===== config.mk =====
export PLATFORM = sky130hd
export DESIGN_NAME = lsat_ctrl
export DESIGN_NICKNAME = d
export VERILOG_FILES = /design/src/rtl/lsat_pkg.sv /design/src/rtl/lsat_ctrl.sv
export VERILOG_INCLUDE_DIRS = /design/src /design/src/rtl
export SDC_FILE = /design/constraint.sdc
export NUM_CORES = 1
export LEC_CHECK = 0
export BUFFER_PORTS_ARGS = -buffer_cell sky130_fd_sc_hd__buf_2
export CAP_MARGIN = 20
export CORE_AREA = 2 2 39 41
export CTS_CLUSTER_DIAMETER = 100
export DETAILED_ROUTE_END_ITERATION = 8
export DIE_AREA = 0 0 41 43
export PLACE_DENSITY = 0.41
export SLEW_MARGIN = 0
export SYNTH_ARGS = -nofsm -noshare
export SYNTH_HDL_FRONTEND = slang
export SYNTH_SLANG_ARGS = --single-unit

===== constraint.sdc =====
create_clock -name i_clk -period 1.2 [get_ports i_clk]
set_input_delay 0.12 -clock i_clk [delete_from_list [all_inputs] [get_ports i_clk]]
set_output_delay 0.12 -clock i_clk [all_outputs]
set_load 0.02 [all_outputs]

===== src/rtl/load_store_address_and_transfer_defines.svh =====
// ----------------------------------------------------------------------------
// load_store_address_and_transfer_defines
// Assertion macros shared by the load/store block.
// ----------------------------------------------------------------------------
`ifndef LOAD_STORE_ADDRESS_AND_TRANSFER_DEFINES_SVH
`define LOAD_STORE_ADDRESS_AND_TRANSFER_DEFINES_SVH

// checked only while out of reset
`define LSAT_ASSERT(lbl, prop, msg) \
    lbl: assert property (@(posedge i_clk) disable iff (!i_rst_n) prop) else $error(msg);

// checked on every edge, reset included
`define LSAT_ASSERT_ALWAYS(lbl, prop, msg) \
    lbl: assert property (@(posedge i_clk) prop) else $error(msg);

`endif


===== src/rtl/lsat_pkg.sv =====
// ----------------------------------------------------------------------------
// lsat_pkg
// Types and constants of the load/store address and transfer block.
// ----------------------------------------------------------------------------
package lsat_pkg;

    localparam int DATA_W        = 64;
    localparam int WORD_W        = 32;
    localparam int REG_N         = 32;
    localparam int REG_AW        = 5;
    localparam int OFF_W         = 12;
    localparam int SIMM_W        = 9;
    localparam int WIDX_W        = 14;
    localparam int CMD_W         = 2;
    localparam int MEM_WORDS_DEF = 16384;
    // byte address bits above the word offset
    localparam int WADDR_W       = DATA_W - 2;
    // address bits per residue chunk of the word index fold
    localparam int RED_CH        = 8;

    typedef enum logic [CMD_W-1:0] {
        CMD_EXEC  = 2'd0,
        CMD_WRITE = 2'd1,
        CMD_READ  = 2'd2
    } t_cmd;

    typedef enum logic [2:0] {
        S_IDLE,
        S_ADDR,
        S_RED,
        S_MEM0,
        S_MEM1,
        S_FIN
    } t_state;

    typedef struct packed {
        logic take_in;
        logic calc_addr;
        logic red_step;
        logic mem_first;
        logic mem_second;
        logic finish;
    } t_dp_ctl;

    typedef struct packed {
        logic wide;
        logic red_last;
    } t_dp_sts;

endpackage


===== src/rtl/lsat_ctrl.sv =====
// ----------------------------------------------------------------------------
// lsat_ctrl
// Sequencer for register commands and memory transfers.
// ----------------------------------------------------------------------------
`include "load_store_address_and_transfer_defines.svh"

module lsat_ctrl
    import lsat_pkg::*;
(
    input  logic             i_clk,
    input  logic             i_rst_n,
    input  logic             start,
    input  logic [CMD_W-1:0] i_command,
    input  t_dp_sts          i_sts,
    output t_dp_ctl          o_ctl,
    output logic             busy,
    output logic             o_valid
);

    t_state r_state;
    t_state n_state;
    logic   r_valid;
    logic   n_valid;

    always_ff @(posedge i_clk) begin
        if (!i_rst_n) begin
            r_state <= S_IDLE;
            r_valid <= 1'b0;
        end else begin
            r_state <= n_state;
            r_valid <= n_valid;
        end
    end

    always_comb begin
        n_state = r_state;
        unique case (r_state)
            S_IDLE: begin
                if (start) begin
                    n_state = (i_command == CMD_EXEC) ? S_ADDR : S_FIN;
                end
            end
            S_ADDR: n_state = S_RED;
            S_RED: begin
                if (i_sts.red_last) begin
                    n_state = S_MEM0;
                end
            end
            S_MEM0: n_state = i_sts.wide ? S_MEM1 : S_FIN;
            S_MEM1: n_state = S_FIN;
            S_FIN:  n_state = S_IDLE;
            default: n_state = S_IDLE;
        endcase
    end

    always_comb begin
        o_ctl   = '0;
        n_valid = 1'b0;
        unique case (r_state)
            S_IDLE: o_ctl.take_in    = start;
            S_ADDR: o_ctl.calc_addr  = 1'b1;
            S_RED:  o_ctl.red_step   = 1'b1;
            S_MEM0: o_ctl.mem_first  = 1'b1;
            S_MEM1: o_ctl.mem_second = 1'b1;
            S_FIN: begin
                o_ctl.finish = 1'b1;
                n_valid      = 1'b1;
            end
            default: o_ctl = '0;
        endcase
    end

    assign busy    = (r_state != S_IDLE);
    assign o_valid = r_valid;

    `LSAT_ASSERT(a_fin_strobe, (r_state == S_FIN) |=> r_valid, "finish without strobe")
    `LSAT_ASSERT(a_strobe_src, r_valid |-> $past(r_state == S_FIN), "strobe without finish")
    `LSAT_ASSERT(a_second_word, (r_state == S_MEM1) |-> $past(r_state == S_MEM0) && i_sts.wide, "second word out of order")
    `LSAT_ASSERT(a_accept_busy, (start && !busy) |=> busy, "request accepted but not busy")
    `LSAT_ASSERT_ALWAYS(a_rst_idle, !i_rst_n |=> (r_state == S_IDLE) && !r_valid, "reset did not idle")

endmodule


==> flow_metrics.tcl, run 1 <==
set metrics [dict create \
    status "finished, violations left" \
    violations "negative setup slack" \
    hold_end "r_state[0]" \
    clk_latency_ps 230 \
    die_h_um 43 \
    setup_viol 7 \
    dp_hpwl_um 438 \
    synth_cells 27 \
    rsz0062_at_grt "yes" \
    leakagePower_nw 0.248 \
    root_buffer "clkbuf_4" \
    cts_tree "built" \
    ant_nets 0 \
    wl_um 693 \
    worst_slew_pin_slew_ps 237 \
    vias_per_cell 4.22 \
    ys_seq_area_frac 0.312 \
    fin_crit_sh 1.12 \
    reg2reg_from "r_state[1]" \
    r2r_slack_ps 0 \
    vias 274 \
    drt_iter0_drc 2 \
    ios 15 \
    die-area_sq_um 1760 \
    critPathRequiredTime_ps 1080 \
    area_growth_pct 96.6 \
    cts_max_level 1 \
    synth.yosys.warnings 0 \
    syn_area_per_cell_sq_um 9.50 \
    fin_crit_ps 1340 \
    drive_gt1_frac 0.796 \
    ys_types 17 \
    antenna_found_initial 0 \
    min_path_type "in2reg" \
    start_kind "register" \
    switching_share 0.369 \
    p_int_uw 586 \
    design_power_total_uw 928 \
    postCtsHoldBufs 0 \
    fin_nets 58 \
    clkPwrFrac 0.182 \
    port-buffer-count 14 \
    start_util 0.185 \
    grt_pass1_wl_um 979 \
    worst_slew_margin_rel 0.841 \
    fmaxAchievable_mhz 744 \
    critPathCaptureType "primary output" \
    syn-cell-area_sq_um 256 \
    fillers 142 \
    p_switching_uw 342 \
    numClockSinks 4 \
    power_frac_seq 0.228 \
    wl_per_cell_um 10.7 \
    core_sq_um 1380 \
    cp.arrival_ps 1220 \
    dr.pass1.iters 2 \
    hold_depth 3 \
    powerDensity_nw_per_um2 1840 \
    maxCapViolations 0 \
    slew_viol_final 0 \
    cts_buffer_depth 2 \
    hold_viol_final 0 \
    worst_ir_drop_vdd_mv 0.732 \
    num_antenna_cells 0 \
    r2r_cells 4 \
    grt_overflow 0 \
    p_comb_frac 0.590 \
    num_rows 14 \
    cts_buffers 3 \
    place_congestion 0.668 \
    ff_latch_area_sq_um 86.3 \
    fp.dieW_um 41 \
    holdCritStartpoint "i_rst_n" \
    drc_errors 0 \
    syn_nets 34 \
    holdWs_ps 142 \
    fin_ws_ps -143 \
    r2r_end "r_state[2]" \
    grt_pass1_vias 261 \
    multiInputGateArea_sq_um 190 \
    critPathKind "reg2out" \
    grt_usage 0.0891 \
    ys_ff_latch 4 \
    cp_max_fo 5 \
    clk_pin_slew_ps 40 \
    finalClockSkew_ps 3.69 \
    grt_max_degree 7 \
]
==> stage by stage <==
| stage | setup TNS (ps) | worst slack, ps | utilization | cells | instance area [sq um] |
|---|---|---|---|---|---|
| 4_1_cts | -598 | -153 | 0.316 | 62 | 438 |
| 6_report | -599 | -143 | 0.364 | 65 | 504 |
| 3_3_place_gp | 0 | 40.8 | 0.250 | 56 | 347 |
| 5_1_grt | -980 | -197 | 0.364 | 65 | 504 |
| 2_1_floorplan | 0 | 1.82 | - | 27 | 259 |
| 3_5_place_dp | 0 | 45.3 | 0.250 | 56 | 347 |
==> cell type report <==
class,count,area share
clock buffers,3,0.0447
multi-input cells,18,0.377
repair buffers,23,0.360
well taps,16,0.0397
inverters,1,0.00744
flip-flops and latches,4,0.171
==> synthesized netlist by cell type <==
cell      count  area share
nor2_1        2       0.029
o21ba_1       1       0.039
and2_1        1       0.024
buf_4         2       0.059
o31ai_4       1       0.083
nand2_1       1       0.015
nor3_1        2       0.039
xnor2_1       1       0.034
a221oi_1      1       0.034
inv_1         1       0.015
and3b_1       1       0.034
mux2_4        1       0.059
nor3b_1       4        0.12
dfxtp_1       4        0.31
nand2b_1      1       0.024
buf_2         2       0.039
or3_4         1       0.044
==> per-layer routing <==
metal	vias to the layer above	part of all wire	GRT usage	wire, um
li1	135	-	-	-
met1	132	0.43	0.0955	295
met2	7	0.52	0.119	362
met3	0	0.051	0.0157	35
met4	0	0	0.120	0
met5	-	0	0	0
==> repair_timing <==
action,CTS,global route
pin swaps,0,1
setup endpoints to repair,7,8
setup buffers,3,3
gates resized for setup,14,13
==> critical path: stages (launching register included) <==
cell and delay, ps:
dfxtp_2 320, buf_6 120, buf_4 130, buf_6 120, nor3b_2 150, buf_4 160
==> registers in the layout, summed over array words and instances, names as in the netlist <==
name and count:
o_valid 1, r_state 3
==> power by group through the flow <==
stage,logic (mW),clock network (mW),registers (mW)
floorplan,0.285,0,0.173
detailed placement,0.360,0,0.193
finish,0.548,0.169,0.211
global placement,0.360,0,0.196
CTS,0.474,0.180,0.195
global route,0.582,0.193,0.216
==> worst max-delay path by stage <==
stage                     startpoint       end  slack [ps]  cells after the start
after CTS                 r_state[1]  o_ctl[5]        -150                      4
after floorplan           r_state[0]  o_ctl[5]           2                      3
after global routing      r_state[1]  o_ctl[1]        -200                      5
after detailed placement  r_state[1]  o_ctl[5]          50                      4
final                     r_state[1]  o_ctl[1]        -140                      5
after global placement    r_state[1]  o_ctl[5]          40                      4
==> placed cells by master (no fill, tap or decap), types with 2 or more instances in the layout <==
cell type	count
nor3b_2	3
buf_6	7
nor2_4	2
buf_2	7
buf_4	9
dfxtp_2	2
clkbuf_4	3
==> kinds of logic (layout without fill, tap and decap cells) <==
kind of cell,count (synthesis),after routing,synth area share
multiplexers,1,1,0.0585
buffers and inverters,5,27,0.112
XOR/XNOR,1,1,0.0342
flip-flops,4,4,0.312
AND/OR/NAND/NOR,13,13,0.327
AO/OA/AOI/OAI,3,3,0.156
Power figures use the tool's default switching activity.
==> run 2, diff against run 1 <==
--- a/config.mk
+++ b/config.mk
@@ -13,6 +13,7 @@
 export DETAILED_ROUTE_END_ITERATION = 8
 export DIE_AREA = 0 0 41 43
 export PLACE_DENSITY = 0.41
+export REMOVE_ABC_BUFFERS = 1
 export SLEW_MARGIN = 0
 export SYNTH_ARGS = -nofsm -noshare
 export SYNTH_HDL_FRONTEND = slang
==> flow_metrics.tcl, run 2 (synthesized netlist as in run 1, its figures left out) <==
set metrics [dict create \
    vias 291 \
    fp.dieW_um 41 \
    fin_nets 58 \
    dr.pass1.iters 2 \
    die-area_sq_um 1760 \
    rsz0062_at_grt "yes" \
    grt_max_degree 10 \
    ant_nets 0 \
    ff_latch_area_sq_um 86.3 \
    final_common_cell "buf_2" \
    cp.arrival_ps 1180 \
    grt_usage 0.0981 \
    num_rows 14 \
    cp.depth 3 \
    r2r_slack_ps 70 \
    min_path_type "in2reg" \
    fillers 148 \
    cts_buffers 3 \
    cts_buffer_depth 2 \
    fin_crit_sh 1.08 \
    antenna_found_initial 0 \
    ios 15 \
    port-buffer-count 14 \
    fmaxAchievable_mhz 771 \
    hold_viol_final 0 \
    powerDensity_nw_per_um2 1880 \
    path_cells "or3_4 > nor2_4 > buf_6" \
    grt_pass1_vias 231 \
    violations "negative setup slack" \
    clk_pin_slew_ps 40 \
    critPathKind "reg2out" \
    core_sq_um 1380 \
    num_antenna_cells 0 \
    cp_max_fo 2 \
    clk_latency_ps 240 \
    fin_crit_ps 1300 \
    multiInputGateArea_sq_um 181 \
    worst_slew_pin_slew_ps 210 \
    crit_buf_inv 1 \
    setup_viol 2 \
    largest_reg_flops 3 \
    worst_slew_margin_rel 0.860 \
    wl_um 776 \
    fin_ws_ps -97.3 \
    numClockSinks 4 \
    status "finished, violations left" \
    slew_viol_final 0 \
    critPathCaptureType "primary output" \
    leakagePower_nw 0.234 \
    holdWs_ps 140 \
    postCtsHoldBufs 0 \
    drt_iter0_drc 1 \
    worst_ir_drop_vdd_mv 0.969 \
    top_register "r_state" \
    area_growth_pct 90.2 \
    mostFrequentLayoutCells "10 x buf_2, 7 x buf_6, 6 x buf_4" \
    design_power_total_uw 916 \
    start_util 0.185 \
    critPathRequiredTime_ps 1080 \
    grt_pass1_wl_mm 1.01 \
    hold_depth 3 \
    r2r_cells 3 \
    die_h_um 43 \
    cts_tree "built" \
    critPathTopFamily "simple AND/OR/NAND/NOR gates" \
    grt_overflow 0 \
    vias_per_cell 4.48 \
    cp_slowest_cell "or3_4" \
    place_congestion 0.646 \
    cp_slowest_stage_delay_ps 400 \
    finalClockSkew_ps 0.825 \
    wl_per_cell_um 11.9 \
    root_buffer "clkbuf_4" \
    drive_gt1_frac 0.776 \
    start_kind "register" \
    drc_errors 0 \
    maxCapViolations 0 \
    cts_max_level 1 \
]
-- run 2: tightest hold or removal path: stages --
cell      delay (ps)
buf_2             70
nand2b_1          80
a221oi_1          60
-- run 2: power by group --
| part | switching [mW] | internal [mW] |
|---|---|---|
| Clock | 0.0643 | 0.112 |
| Sequential | 0.0250 | 0.169 |
| Combinational | 0.259 | 0.285 |
-- run 2: per-stage QoR --
stage / setup WS (ps) / std cells / area [sq um] / utilization / setup TNS (ps)
after global placement: 84.8 / 56 / 344 / 0.249 / 0
after CTS: -103 / 59 / 388 / 0.280 / -256
after detailed placement: 61.0 / 56 / 344 / 0.249 / 0
after floorplan: -61.3 / 23 / 231 / - / -106
after global routing: -146 / 65 / 488 / 0.353 / -319
final: -97.3 / 65 / 488 / 0.353 / -152
-- run 2: layout make-up --
type	count	share of cell area
Inverter	1	0.00769
Sequential cell	4	0.177
Multi-Input combinational cell	18	0.372
Timing Repair Buffer	23	0.356
Clock buffer	3	0.0462
Tap cell	16	0.0410
-- run 2: path summary, 6_finish.rpt --
kind,end,from
setup / recovery,o_ctl[5],r_state[0]
hold / removal,r_state[0],i_sts[1]
setup reg to reg,r_state[2],r_state[1]
hold reg to reg,r_state[0],r_state[0]
-- run 2: what timing repair did --
item / in CTS / in global routing
buffers inserted: 0 / 4
resized for setup: 7 / 18
pin swaps: 1 / 1
setup endpoints to repair: 7 / 7
cloned: 0 / 2
-- run 2: layer usage --
layer / up-vias / track usage / wire (um)
li1: 140 / - / -
met1: 135 / 0.0924 / 299
met2: 11 / 0.122 / 378
met3: 5 / 0.0942 / 76
met4: 0 / 0.0800 / 22
met5: - / 0 / 0
